### config.mk
export PLATFORM = sky130hd
export DESIGN_NAME = frame_header_check_and_verify_flat
export DESIGN_NICKNAME = d
export VERILOG_FILES = /design/src/fhcv_pkg.sv /design/src/fhcv_if.sv /design/src/fhcv_accum.sv /design/src/fhcv_judge.sv /design/src/frame_header_check_and_verify.sv /design/src/flat_wrapper.sv
export SDC_FILE = /design/constraint.sdc
export NUM_CORES = 2
export LEC_CHECK = 0
export BUFFER_PORTS_ARGS = -buffer_cell sky130_fd_sc_hd__buf_2
export CAP_MARGIN = 20
export CORE_MARGIN = 8
export CORE_UTILIZATION = 56
export DETAILED_ROUTE_END_ITERATION = 6
export HOLD_SLACK_MARGIN = 0.08
export PLACE_DENSITY = 0.78
export SKIP_CTS_REPAIR_TIMING = 1
export SLEW_MARGIN = 10
export SYNTH_ARGS = -nofsm -noshare
export SYNTH_HDL_FRONTEND = slang
export SYNTH_HIERARCHICAL = 1
export SYNTH_SLANG_ARGS = --single-unit
### constraint.sdc
create_clock -name clk_i -period 22.5 [get_ports clk_i]
set_clock_uncertainty 0.15 [all_clocks]
set_input_delay 4.5 -clock clk_i [delete_from_list [all_inputs] [get_ports clk_i]]
set_output_delay 4.5 -clock clk_i [all_outputs]
set_load 0.1 [all_outputs]
### src/fhcv_pkg.sv
// shared types, constants and the hash step for the frame header checker
package fhcv_pkg;

  localparam int HEADER_BYTES = 80;
  localparam int HASHED_BYTES = 64;

  localparam logic [6:0] OFF_VERSION  = 7'd4;
  localparam logic [6:0] OFF_KIND     = 7'd6;
  localparam logic [6:0] OFF_FLAGS    = 7'd8;
  localparam logic [6:0] OFF_RSVD_LO  = 7'd10;
  localparam logic [6:0] OFF_LENGTH   = 7'd12;
  localparam logic [6:0] OFF_SESSION  = 7'd16;
  localparam logic [6:0] OFF_EPOCH    = 7'd24;
  localparam logic [6:0] OFF_PUBLISH  = 7'd32;
  localparam logic [6:0] OFF_BOOT     = 7'd40;
  localparam logic [6:0] OFF_SEQUENCE = 7'd56;
  localparam logic [6:0] OFF_CHECKSUM = 7'd64;
  localparam logic [6:0] OFF_RSVD_HI  = 7'd72;

  localparam logic [63:0] FNV_BASIS = 64'hcbf29ce484222325;
  localparam logic [32:0] COUNT_MAX = 33'h1_ffff_ffff;

  localparam int CFG_IDX_W = 3;
  localparam int CFG_DATA_W = 32;

  localparam logic [CFG_IDX_W-1:0] REG_MAGIC       = 3'd0;
  localparam logic [CFG_IDX_W-1:0] REG_VERSION     = 3'd1;
  localparam logic [CFG_IDX_W-1:0] REG_KIND_FIRST  = 3'd2;
  localparam logic [CFG_IDX_W-1:0] REG_KIND_LAST   = 3'd3;
  localparam logic [CFG_IDX_W-1:0] REG_KNOWN_FLAGS = 3'd4;
  localparam logic [CFG_IDX_W-1:0] REG_UNSUP_FLAGS = 3'd5;
  localparam logic [CFG_IDX_W-1:0] REG_MAX_PAYLOAD = 3'd6;

  typedef enum logic [2:0] {
    ST_OK          = 3'd0,
    ST_INVALID     = 3'd1,
    ST_BAD_VERSION = 3'd2,
    ST_UNSUPPORTED = 3'd3,
    ST_TOO_LARGE   = 3'd4,
    ST_TRUNCATED   = 3'd5,
    ST_CHECKSUM    = 3'd6
  } status_e;

  typedef struct packed {
    logic [31:0] magic;
    logic [15:0] version;
    logic [15:0] kind_first;
    logic [15:0] kind_last;
    logic [15:0] known_flags;
    logic [15:0] unsup_flags;
    logic [31:0] len_cap;
  } cfg_t;

  // running state of one frame, also the summary handed on at its last byte
  typedef struct packed {
    logic [32:0] count;
    logic [63:0] hash;
    logic [31:0] magic;
    logic [15:0] version;
    logic [15:0] kind;
    logic [15:0] flags;
    logic        rsvd_nonzero;
    logic [31:0] length;
    logic [63:0] session;
    logic [63:0] publisher;
    logic [63:0] seq_no;
    logic [63:0] checksum;
  } frame_sum_t;

  typedef struct packed {
    status_e     status;
    logic [15:0] frame_kind;
    logic [15:0] frame_flags;
    logic [31:0] decl_len;
    logic [63:0] session_tag;
    logic [63:0] publisher_id;
    logic [63:0] sequence_number;
  } result_t;

  localparam frame_sum_t FRAME_CLEAR = '{
    count: '0, hash: FNV_BASIS, magic: '0, version: '0, kind: '0, flags: '0,
    rsvd_nonzero: 1'b0, length: '0, session: '0, publisher: '0, seq_no: '0,
    checksum: '0
  };

  // xor the byte in, then multiply by 2^40 + 0x1b3 as a sum of shifts
  function automatic logic [63:0] fnv_step(input logic [63:0] h, input logic [7:0] b);
    logic [63:0] x;
    x = h ^ {56'd0, b};
    return (x << 40) + (x << 8) + (x << 7) + (x << 5) + (x << 4) + (x << 1) + x;
  endfunction

endpackage

### src/fhcv_if.sv
// valid/ready channel interfaces for frame bytes and results
interface fhcv_in_if;
  logic       valid;
  logic       ready;
  logic [7:0] data_byte;
  logic       frame_end;

  modport source (output valid, output data_byte, output frame_end, input ready);
  modport sink (input valid, input data_byte, input frame_end, output ready);
endinterface

interface fhcv_out_if;
  logic        valid;
  logic        ready;
  logic [2:0]  status;
  logic [15:0] frame_kind;
  logic [15:0] frame_flags;
  logic [31:0] decl_len;
  logic [63:0] session_tag;
  logic [63:0] publisher_id;
  logic [63:0] sequence_number;

  modport source (
    output valid, output status, output frame_kind, output frame_flags,
    output decl_len, output session_tag, output publisher_id,
    output sequence_number, input ready
  );
  modport sink (
    input valid, input status, input frame_kind, input frame_flags,
    input decl_len, input session_tag, input publisher_id,
    input sequence_number, output ready
  );
endinterface

### src/fhcv_accum.sv
// per-byte accumulator: byte count, running hash and header field capture
module fhcv_accum (
  input  logic                 clk_i,
  input  logic                 rst_ni,
  input  logic                 go_i,
  input  logic [7:0]           data_byte_i,
  input  logic                 frame_end_i,
  output fhcv_pkg::frame_sum_t sum_o,
  output logic                 sum_valid_o
);
  import fhcv_pkg::*;

  frame_sum_t state_q, state_d, upd;
  logic [6:0] pos;
  logic       in_hdr;

  assign pos    = state_q.count[6:0];
  assign in_hdr = state_q.count < 33'(HEADER_BYTES);

  always_comb begin
    upd = state_q;
    if (go_i) begin
      if (in_hdr) begin
        priority if (pos < OFF_VERSION) begin
          upd.magic[{pos[1:0], 3'b000} +: 8] = data_byte_i;
        end else if (pos < OFF_KIND) begin
          upd.version[{pos[0], 3'b000} +: 8] = data_byte_i;
        end else if (pos < OFF_FLAGS) begin
          upd.kind[{pos[0], 3'b000} +: 8] = data_byte_i;
        end else if (pos < OFF_RSVD_LO) begin
          upd.flags[{pos[0], 3'b000} +: 8] = data_byte_i;
        end else if (pos < OFF_LENGTH) begin
          if (data_byte_i != 8'd0) upd.rsvd_nonzero = 1'b1;
        end else if (pos < OFF_SESSION) begin
          upd.length[{pos[1:0], 3'b000} +: 8] = data_byte_i;
        end else if (pos < OFF_EPOCH) begin
          upd.session[{pos[2:0], 3'b000} +: 8] = data_byte_i;
        end else if (pos < OFF_PUBLISH) begin
          upd.hash = upd.hash; // epoch, hashed only
        end else if (pos < OFF_BOOT) begin
          upd.publisher[{pos[2:0], 3'b000} +: 8] = data_byte_i;
        end else if (pos < OFF_SEQUENCE) begin
          upd.hash = upd.hash; // boot id and ordinal, hashed only
        end else if (pos < OFF_CHECKSUM) begin
          upd.seq_no[{pos[2:0], 3'b000} +: 8] = data_byte_i;
        end else if (pos < OFF_RSVD_HI) begin
          upd.checksum[{pos[2:0], 3'b000} +: 8] = data_byte_i;
        end else begin
          if (data_byte_i != 8'd0) upd.rsvd_nonzero = 1'b1;
        end
      end
      if (state_q.count < 33'(HASHED_BYTES) || !in_hdr) begin
        upd.hash = fnv_step(state_q.hash, data_byte_i);
      end
      if (state_q.count != COUNT_MAX) begin
        upd.count = state_q.count + 33'd1;
      end
    end
  end

  assign state_d     = (go_i && frame_end_i) ? FRAME_CLEAR : upd;
  assign sum_o       = upd;
  assign sum_valid_o = go_i && frame_end_i;

  always_ff @(posedge clk_i or negedge rst_ni) begin
    if (!rst_ni) begin
      state_q <= FRAME_CLEAR;
    end else begin
      state_q <= state_d;
    end
  end

`ifndef ASSERT_OFF
  a_clear_after_end: assert property (@(posedge clk_i) disable iff (!rst_ni)
    go_i && frame_end_i |=> state_q.count == '0 && state_q.hash == FNV_BASIS)
    else $error("frame state not cleared after last byte");
  a_count_saturates: assert property (@(posedge clk_i) disable iff (!rst_ni)
    go_i && !frame_end_i && state_q.count == COUNT_MAX |=> state_q.count == COUNT_MAX)
    else $error("byte count wrapped");
`endif

endmodule

### src/fhcv_judge.sv
// frame summary register, status checks and result register
module fhcv_judge (
  input  logic                 clk_i,
  input  logic                 rst_ni,
  input  fhcv_pkg::cfg_t       cfg_i,
  input  fhcv_pkg::frame_sum_t sum_i,
  input  logic                 sum_valid_i,
  output logic                 in_ready_o,
  output fhcv_pkg::result_t    res_o,
  output logic                 res_valid_o,
  input  logic                 res_ready_i
);
  import fhcv_pkg::*;

  frame_sum_t snap_q;
  logic       snap_v_q, snap_v_d;
  result_t    res_q, res_d;
  logic       out_v_q, out_v_d;
  logic       out_free, snap_go;
  status_e    status;

  assign out_free   = !out_v_q || res_ready_i;
  assign snap_go    = snap_v_q && out_free;
  assign in_ready_o = !snap_v_q || out_free;

  always_comb begin
    priority if (snap_q.count < 33'(HEADER_BYTES)) begin
      status = ST_INVALID;
    end else if (snap_q.magic != cfg_i.magic) begin
      status = ST_INVALID;
    end else if (snap_q.version != cfg_i.version) begin
      status = ST_BAD_VERSION;
    end else if (snap_q.kind < cfg_i.kind_first || snap_q.kind > cfg_i.kind_last) begin
      status = ST_INVALID;
    end else if ((snap_q.flags & ~cfg_i.known_flags) != 16'd0) begin
      status = ST_INVALID;
    end else if ((snap_q.flags & cfg_i.unsup_flags) != 16'd0) begin
      status = ST_UNSUPPORTED;
    end else if (snap_q.rsvd_nonzero) begin
      status = ST_INVALID;
    end else if (snap_q.length > cfg_i.len_cap) begin
      status = ST_TOO_LARGE;
    end else if (snap_q.count != 33'(HEADER_BYTES) + {1'b0, snap_q.length}) begin
      status = ST_TRUNCATED;
    end else if (snap_q.hash != snap_q.checksum) begin
      status = ST_CHECKSUM;
    end else begin
      status = ST_OK;
    end
  end

  always_comb begin
    res_d = res_q;
    if (snap_go) begin
      res_d.status          = status;
      res_d.frame_kind      = snap_q.kind;
      res_d.frame_flags     = snap_q.flags;
      res_d.decl_len        = snap_q.length;
      res_d.session_tag     = snap_q.session;
      res_d.publisher_id    = snap_q.publisher;
      res_d.sequence_number = snap_q.seq_no;
    end
  end

  assign snap_v_d = sum_valid_i || (snap_v_q && !out_free);
  assign out_v_d  = snap_go || (out_v_q && !res_ready_i);

  always_ff @(posedge clk_i or negedge rst_ni) begin
    if (!rst_ni) begin
      snap_v_q <= 1'b0;
      out_v_q  <= 1'b0;
    end else begin
      snap_v_q <= snap_v_d;
      out_v_q  <= out_v_d;
    end
  end

  // payload registers, no reset
  always_ff @(posedge clk_i) begin
    if (sum_valid_i) snap_q <= sum_i;
    res_q <= res_d;
  end

  assign res_o       = res_q;
  assign res_valid_o = out_v_q;

`ifndef ASSERT_OFF
  a_summary_moves: assert property (@(posedge clk_i) disable iff (!rst_ni)
    snap_v_q && out_free |=> out_v_q)
    else $error("frame summary lost on its way to the result register");
  a_summary_held: assert property (@(posedge clk_i) disable iff (!rst_ni)
    snap_v_q && !out_free |=> snap_v_q && $stable(snap_q))
    else $error("stalled frame summary overwritten");
  a_result_held: assert property (@(posedge clk_i) disable iff (!rst_ni)
    out_v_q && !res_ready_i |=> out_v_q && $stable(res_q))
    else $error("stalled result changed");
`endif

endmodule

### src/frame_header_check_and_verify.sv
// top level: frame header check and verify with configuration registers
//
// frame_i takes one frame byte per transfer, header first and then payload,
// with frame_end high on the last byte. a 64-bit fnv-1a hash runs over header
// bytes 0..63 and the payload, and header fields are captured as they pass.
// result_o gives one transfer per frame: status plus the captured fields.
// throughput is one byte per cycle while frame_i.ready is high, set by the hash
// register which folds in one byte (xor, then constant multiply as shifted adds)
// per transfer. the last byte's transfer loads the frame summary register, and
// the status checks fill the result register from it once that one is free or
// being taken, which raises result_o.valid.
// when result_o stalls, one finished frame waits in the result register and
// a second in the summary register; while both are held, frame_i.ready stays
// low for every byte until the result register is taken.
// configuration: write cfg_we_i with cfg_idx_i and cfg_wdata_i while idle;
// unknown indices are ignored. reset clears all frame state, empties both
// result stages and loads the register defaults.
module frame_header_check_and_verify (
  input  logic                           clk_i,
  input  logic                           rst_ni,
  input  logic                           cfg_we_i,
  input  logic [fhcv_pkg::CFG_IDX_W-1:0]  cfg_idx_i,
  input  logic [fhcv_pkg::CFG_DATA_W-1:0] cfg_wdata_i,
  fhcv_in_if.sink                        frame_i,
  fhcv_out_if.source                     result_o
);
  import fhcv_pkg::*;

  cfg_t       cfg_q, cfg_d;
  frame_sum_t sum;
  logic       sum_valid;
  logic       in_ready;
  logic       byte_go;
  result_t    res;

  // configuration register bank
  always_comb begin
    cfg_d = cfg_q;
    if (cfg_we_i) begin
      unique case (cfg_idx_i)
        REG_MAGIC:       cfg_d.magic       = cfg_wdata_i;
        REG_VERSION:     cfg_d.version     = cfg_wdata_i[15:0];
        REG_KIND_FIRST:  cfg_d.kind_first  = cfg_wdata_i[15:0];
        REG_KIND_LAST:   cfg_d.kind_last   = cfg_wdata_i[15:0];
        REG_KNOWN_FLAGS: cfg_d.known_flags = cfg_wdata_i[15:0];
        REG_UNSUP_FLAGS: cfg_d.unsup_flags = cfg_wdata_i[15:0];
        REG_MAX_PAYLOAD: cfg_d.len_cap     = cfg_wdata_i;
        default:         cfg_d = cfg_q;
      endcase
    end
  end

  always_ff @(posedge clk_i or negedge rst_ni) begin
    if (!rst_ni) begin
      cfg_q <= '{magic: 32'd0, version: 16'd1, kind_first: 16'd1, kind_last: 16'd1,
                 known_flags: 16'd3, unsup_flags: 16'd2, len_cap: 32'd65536};
    end else begin
      cfg_q <= cfg_d;
    end
  end

  // a byte transfer on the input channel
  assign frame_i.ready = in_ready;
  assign byte_go       = frame_i.valid && in_ready;

  fhcv_accum u_accum (
    .clk_i       (clk_i),
    .rst_ni      (rst_ni),
    .go_i        (byte_go),
    .data_byte_i (frame_i.data_byte),
    .frame_end_i (frame_i.frame_end),
    .sum_o       (sum),
    .sum_valid_o (sum_valid)
  );

  fhcv_judge u_judge (
    .clk_i       (clk_i),
    .rst_ni      (rst_ni),
    .cfg_i       (cfg_q),
    .sum_i       (sum),
    .sum_valid_i (sum_valid),
    .in_ready_o  (in_ready),
    .res_o       (res),
    .res_valid_o (result_o.valid),
    .res_ready_i (result_o.ready)
  );

  // result channel payload
  assign result_o.status          = res.status;
  assign result_o.frame_kind      = res.frame_kind;
  assign result_o.frame_flags     = res.frame_flags;
  assign result_o.decl_len        = res.decl_len;
  assign result_o.session_tag     = res.session_tag;
  assign result_o.publisher_id    = res.publisher_id;
  assign result_o.sequence_number = res.sequence_number;

endmodule

### src/flat_wrapper.sv
// flat-port wrapper written by rule: the top's interface ports become plain ports
module frame_header_check_and_verify_flat import fhcv_pkg::*;
  (clk_i, rst_ni, cfg_we_i, cfg_idx_i, cfg_wdata_i, frame_i_valid, frame_i_data_byte, frame_i_frame_end, frame_i_ready, result_o_valid, result_o_status, result_o_frame_kind, result_o_frame_flags, result_o_decl_len, result_o_session_tag, result_o_publisher_id, result_o_sequence_number, result_o_ready);
  fhcv_in_if frame_i_i ();
  fhcv_out_if result_o_i ();
  input  logic clk_i;
  input  logic rst_ni;
  input  logic cfg_we_i;
  input  logic [fhcv_pkg::CFG_IDX_W-1:0] cfg_idx_i;
  input  logic [fhcv_pkg::CFG_DATA_W-1:0] cfg_wdata_i;
  input wire logic [$bits(frame_i_i.valid)-1:0] frame_i_valid;
  input wire logic [$bits(frame_i_i.data_byte)-1:0] frame_i_data_byte;
  input wire logic [$bits(frame_i_i.frame_end)-1:0] frame_i_frame_end;
  output wire logic [$bits(frame_i_i.ready)-1:0] frame_i_ready;
  output wire logic [$bits(result_o_i.valid)-1:0] result_o_valid;
  output wire logic [$bits(result_o_i.status)-1:0] result_o_status;
  output wire logic [$bits(result_o_i.frame_kind)-1:0] result_o_frame_kind;
  output wire logic [$bits(result_o_i.frame_flags)-1:0] result_o_frame_flags;
  output wire logic [$bits(result_o_i.decl_len)-1:0] result_o_decl_len;
  output wire logic [$bits(result_o_i.session_tag)-1:0] result_o_session_tag;
  output wire logic [$bits(result_o_i.publisher_id)-1:0] result_o_publisher_id;
  output wire logic [$bits(result_o_i.sequence_number)-1:0] result_o_sequence_number;
  input wire logic [$bits(result_o_i.ready)-1:0] result_o_ready;
  assign frame_i_i.valid = frame_i_valid;
  assign frame_i_i.data_byte = frame_i_data_byte;
  assign frame_i_i.frame_end = frame_i_frame_end;
  assign frame_i_ready = frame_i_i.ready;
  assign result_o_valid = result_o_i.valid;
  assign result_o_status = result_o_i.status;
  assign result_o_frame_kind = result_o_i.frame_kind;
  assign result_o_frame_flags = result_o_i.frame_flags;
  assign result_o_decl_len = result_o_i.decl_len;
  assign result_o_session_tag = result_o_i.session_tag;
  assign result_o_publisher_id = result_o_i.publisher_id;
  assign result_o_sequence_number = result_o_i.sequence_number;
  assign result_o_i.ready = result_o_ready;
  frame_header_check_and_verify u_core (.clk_i(clk_i), .rst_ni(rst_ni), .cfg_we_i(cfg_we_i), .cfg_idx_i(cfg_idx_i), .cfg_wdata_i(cfg_wdata_i), .frame_i(frame_i_i), .result_o(result_o_i));
endmodule
# After elaboration in Yosys (flattened, before gate mapping)

Cells that the tools add are included.

Flip-flop bits (word level): 1337
Bits of input ports: 49

Equal/unequal tests: 11
Mux-type cells: 51
Order comparisons: 18
Reductions and logical operators: 29
Add/sub/neg operators: 11
Shifts and indexed selects: 6
Bitwise gates (word level): 4

Operators with widths:

| cell                                                         | count |
|---|---|
| 2-to-1 mux 466 bit                                           | 2 |
| adder 64 bit                                                 | 6 |
| 2-to-1 mux 192 bit                                           | 2 |
| 2-to-1 mux 64 bit                                            | 6 |
| 2-to-1 mux 369 bit                                           | 1 |
| 2-to-1 mux 337 bit                                           | 1 |
| 2-to-1 mux 321 bit                                           | 1 |
| 2-to-1 mux 305 bit                                           | 1 |
| 2-to-1 mux 289 bit                                           | 1 |
| 2-to-1 mux 288 bit                                           | 1 |
| bitwise mux 64 bit                                           | 4 |
| 2-to-1 mux 128 bit                                           | 2 |
| 2-to-1 mux 256 bit                                           | 1 |
| less-than comparator 33 x 7 -> 1 bit (second input constant) | 3 |
| bitwise mux 32 bit                                           | 2 |
| 2-to-1 mux 32 bit                                            | 2 |
| inequality test 64 bit                                       | 1 |
| variable shift 8 x 8 -> 64 bit (first input constant)        | 1 |
| variable part select 8 x 8 -> 64 bit                         | 1 |
| bitwise XOR 64 x 8 -> 64 bit                                 | 1 |
| bitwise mux 16 bit                                           | 3 |
| 2-to-1 mux 16 bit                                            | 3 |
| adder 33 x 1 -> 33 bit (second input constant)               | 1 |
| adder 7 x 32 -> 33 bit (first input constant)                | 1 |
| 37 further kinds                                             | 82 |

# Longest topological paths before layout

Depth after elaboration: 18
Mapped depth: 23
Gate-level depth less buffers: 22

# Hierarchy

The synthesis kept the hierarchy.

Modules (own cells, without submodules):

| module                        | seq. area each (um2) | cells each | times used | area an instance (um2) |
|---|---|---|---|---|
| fhcv_accum                    | 11696.2              | 3318       | 1          | 31686.6 |
| fhcv_judge                    | 21820.9              | 1319       | 1          | 26137.6 |
| frame_header_check_and_verify | 3612.2               | 314        | 1          | 5616.6 |

# Least setup slack after synthesis

No wires, ideal clock.

Path type: input-to-reg
Start point: input result_o_ready
End point: register u_core/u_accum/state_q[417] (netlist name)
Cell stages on the path: 7
Arrival: 16.223 ns
Setup time: 0.133 ns
Required time: 22.217 ns
Setup slack: 5.994 ns
Cell sequence: nand3b_1 > and2_1 > nand2_1 > clkbuf_1 > inv_1 > nor2_1 > a22o_1

RTL lines:

| item                 | RTL line           | text |
|---|---|---|
| start, declared      | flat_wrapper.sv:23 | `input wire logic [$bits(result_o_i.ready)-1:0] result_o_ready;` |
| end signal, assigned | fhcv_accum.sv:69   | `state_q <= state_d;` |
| end, declared        | fhcv_accum.sv:13   | `frame_sum_t state_q, state_d, upd;` |

==> results_dict.tcl <==
set metrics [dict create \
    post_drt_wl_per_cell_um 24.7 \
    finalHoldWorstSlack_ns 0.246 \
    fp-row-count 123 \
    arrival_ns 10.57 \
    synth_edf_count 725 \
    slowest_delay_ns 0.63 \
    syn_area_um2 63400 \
    drc 0 \
    fp.dieH_um 353 \
    io_pins 310 \
    yosysSeqAreaShare_pct 58.5 \
    setup-tns-final_ns 0 \
    nFillCells 8175 \
    min_period_ns 10.25 \
    grt_pass1_vias 40979 \
    place_area_um2 66500 \
    clock_path_buffers 3 \
    cts_tree "yes" \
    overflow 0 \
    cts_max_level 4 \
    root_buffer "clkbuf_16" \
    dp_slack_ns 11.58 \
    dpl.hpwl_um 118000 \
    n_antenna_cell 0 \
    grt_pass1_wl_um 256000 \
    timing.final.crit_share_pct 45.6 \
    gp_congestion 0.928 \
    required_ns 22.82 \
    ys_warn_count 6 \
    worstPathCellList "buf_2 > xor2_1 > inv_2 > xnor2_1 > inv_1 > ha_1 > inv_1 > fa_1 > inv_1 > ha_1 > ha_1 > ha_1 > fa_1 > a211oi_1 > o21ai_0 > a41oi_1 > o21ai_2 > a31o_2 > nand4_2 > a21oi_2 > a21oi_1 > nor4_1 > or3_1" \
    nNetsFinal 5725 \
    syn-num-nets 5422 \
    cpMostUsedCell "ha_1" \
    path_clk_slew_ns 0.07 \
    cts_buffers 136 \
    ys_seq_elements 1337 \
    antenna_found_initial 5 \
    status "complete, no violations" \
    crit_type "in2reg" \
    cp-end-kind "flip-flop" \
    r2r_start "u_core/u_accum/state_q[369]" \
    relSlewSlack_pct 16.0 \
    grt_max_degree 159 \
    r2r_setup_slack_ns 15.98 \
    setup_viol 0 \
    die_width_um 353 \
    finalHoldViolCount 0 \
    yosysUniqueCellTypes 90 \
    grt.total_usage_pct 27.0 \
    rsz0062_at_grt "no" \
    ys.flop_type "edfxtp_1" \
    drt-pass1-iter-count 6 \
    holdCritStartpoint "u_core/u_judge/snap_q[168]" \
    regArea_um2 37100 \
    rr_worst_depth 22 \
    cts_sinks 1337 \
    num_vias 39910 \
    worst_slew_pin_slew_ns 1.25 \
    io_buffers 309 \
    coreArea_um2 112000 \
    synthArstFlopShare_pct 45.8 \
    final_cell_area_um2 71300 \
    area_growth_pct 12.3 \
    routed_wl_um 170000 \
    start_util_pct 56.4 \
    drive_gt1_share_pct 16.6 \
    syn_area_per_cell_um2 12.8 \
    design.die.area_um2 124000 \
    startpoint_type "input pin" \
    avgViaCountPerCell 5.81 \
    holdPathStages 0 \
    hold_path_end "u_core/u_judge/res_o[104]" \
    fin_ws_ns 12.25 \
    syn_inst 4951 \
    multi_input_area_um2 23700 \
    r2r_end "u_core/u_judge/snap_q[420]" \
    drt-initial-drc-count 3871 \
    final-max-slew-violation-count 0 \
    ant_nets 0 \
    slowest_stage "buf_2" \
    cap_violations 0 \
    cp_max_fo 25 \
    hp-class "reg2reg" \
    clkLatencyLatePin_ns 0.77 \
    fmax_mhz 97.5 \
]
==> kinds of logic after synthesis <==
group                    synth area share (%)
XOR/XNOR                                 3.70
adder cells (fa/ha/maj)                  11.2
multiplexers                             5.15
flip-flops                               58.5
AO/OA/AOI/OAI                            6.29
AND/OR/NAND/NOR                          11.0
buffers and inverters                    4.20
==> cells in the mapped netlist, drive strengths merged (32+ instances only) <==
library cell,n,area (um2)
clkbuf,152,573
mux2,278,3250
dfrtp,577,14400
nand2b,32,200
dfstp,35,920
a21o,78,586
nand2,458,1720
nand3,48,250
inv,497,1870
nor2,78,293
nand4,63,400
buf,34,229
nor4,57,388
ha,182,2280
fa,240,4800
xor2,172,1510
o31ai,37,278
and2,445,2780
xnor2,96,841
o21ai,317,1590
a21oi,87,443
edfxtp,725,21800
==> flip-flops by register name, indices dropped and copies added (netlist names) <==
| register | count |
|---|---|
| u_core/u_judge/snap_q | 466 |
| u_core/u_accum/state_q | 459 |
| u_core/u_judge/res_o | 259 |
| u_core/cfg_q | 144 |
| u_core/u_accum/pos | 7 |
| u_core/u_judge/res_valid_o | 1 |
| u_core/u_judge/snap_v_q | 1 |
==> worst max-delay path by stage <==
stage | startpoint | to | slack (ns) | cells past startpoint
5_1_grt | frame_i_data_byte[1] | u_core/u_judge/snap_q[420] | 11.93 | 23
6_report | frame_i_data_byte[1] | u_core/u_judge/snap_q[420] | 12.25 | 23
4_1_cts | frame_i_data_byte[1] | u_core/u_judge/snap_q[420] | 12.33 | 23
3_5_place_dp | frame_i_data_byte[3] | u_core/u_judge/snap_q[420] | 11.58 | 22
3_3_place_gp | frame_i_data_byte[2] | u_core/u_judge/snap_q[420] | 11.62 | 20
2_1_floorplan | result_o_ready | u_core/u_accum/state_q[417] | 5.99 | 7
==> stage by stage <==
step,utilization (%),instances
floorplan,-,4951
global placement,59.1,6612
detailed placement,59.1,6613
CTS,63.3,6867
global route,63.3,6870
finish,63.3,6870
==> placed cells by master (no fill, tap or decap), drive strengths merged, types with 18 or more instances in the layout <==
cell type,Yosys,routed
a21o,78,78
a21oi,87,87
and2,445,445
and3,29,29
buf,34,351
clkbuf,152,200
clkinv,0,35
dfrtp,577,577
dfstp,35,35
edfxtp,725,725
fa,240,240
ha,182,182
inv,497,501
mux2,278,278
nand2,458,458
nand2b,32,32
nand3,48,48
nand4,63,63
nor2,78,78
nor3,27,27
nor4,57,57
o211ai,18,18
o21ai,317,317
o31ai,37,37
xnor2,96,96
xor2,172,172
==> worst max-delay path: cells and delay by family <==
kind,cells,cell delay (ns)
adders and majority gates,6,2.04
AOI/OAI and AO/OA,7,1.80
buffers and inverters,5,0.97
and+or+nand+nor,3,0.64
xor gates and xnor gates,2,0.60
==> cell type report <==
| cell class | instances | area share, % |
|---|---|---|
| clock buffer | 200 | 5.34 |
| clock inverter | 54 | 1.31 |
| inverter | 497 | 2.63 |
| multi-input combinational | 2931 | 33.2 |
| sequential | 1337 | 52.1 |
| tap | 1500 | 2.63 |
| timing repair buffer | 351 | 2.74 |
==> layer usage <==
metal  share of wire (%)  vias up  track usage [%]
met5                   0        -                0
met4                 5.2        0             12.6
met3                 7.7      450             5.21
met2                  48     1825             43.7
met1                  39    20135             35.3
li1                    -    17500                -
Power is not shown: default switching activity piles up to over one toggle a cycle in this logic, so the estimate is an artifact.
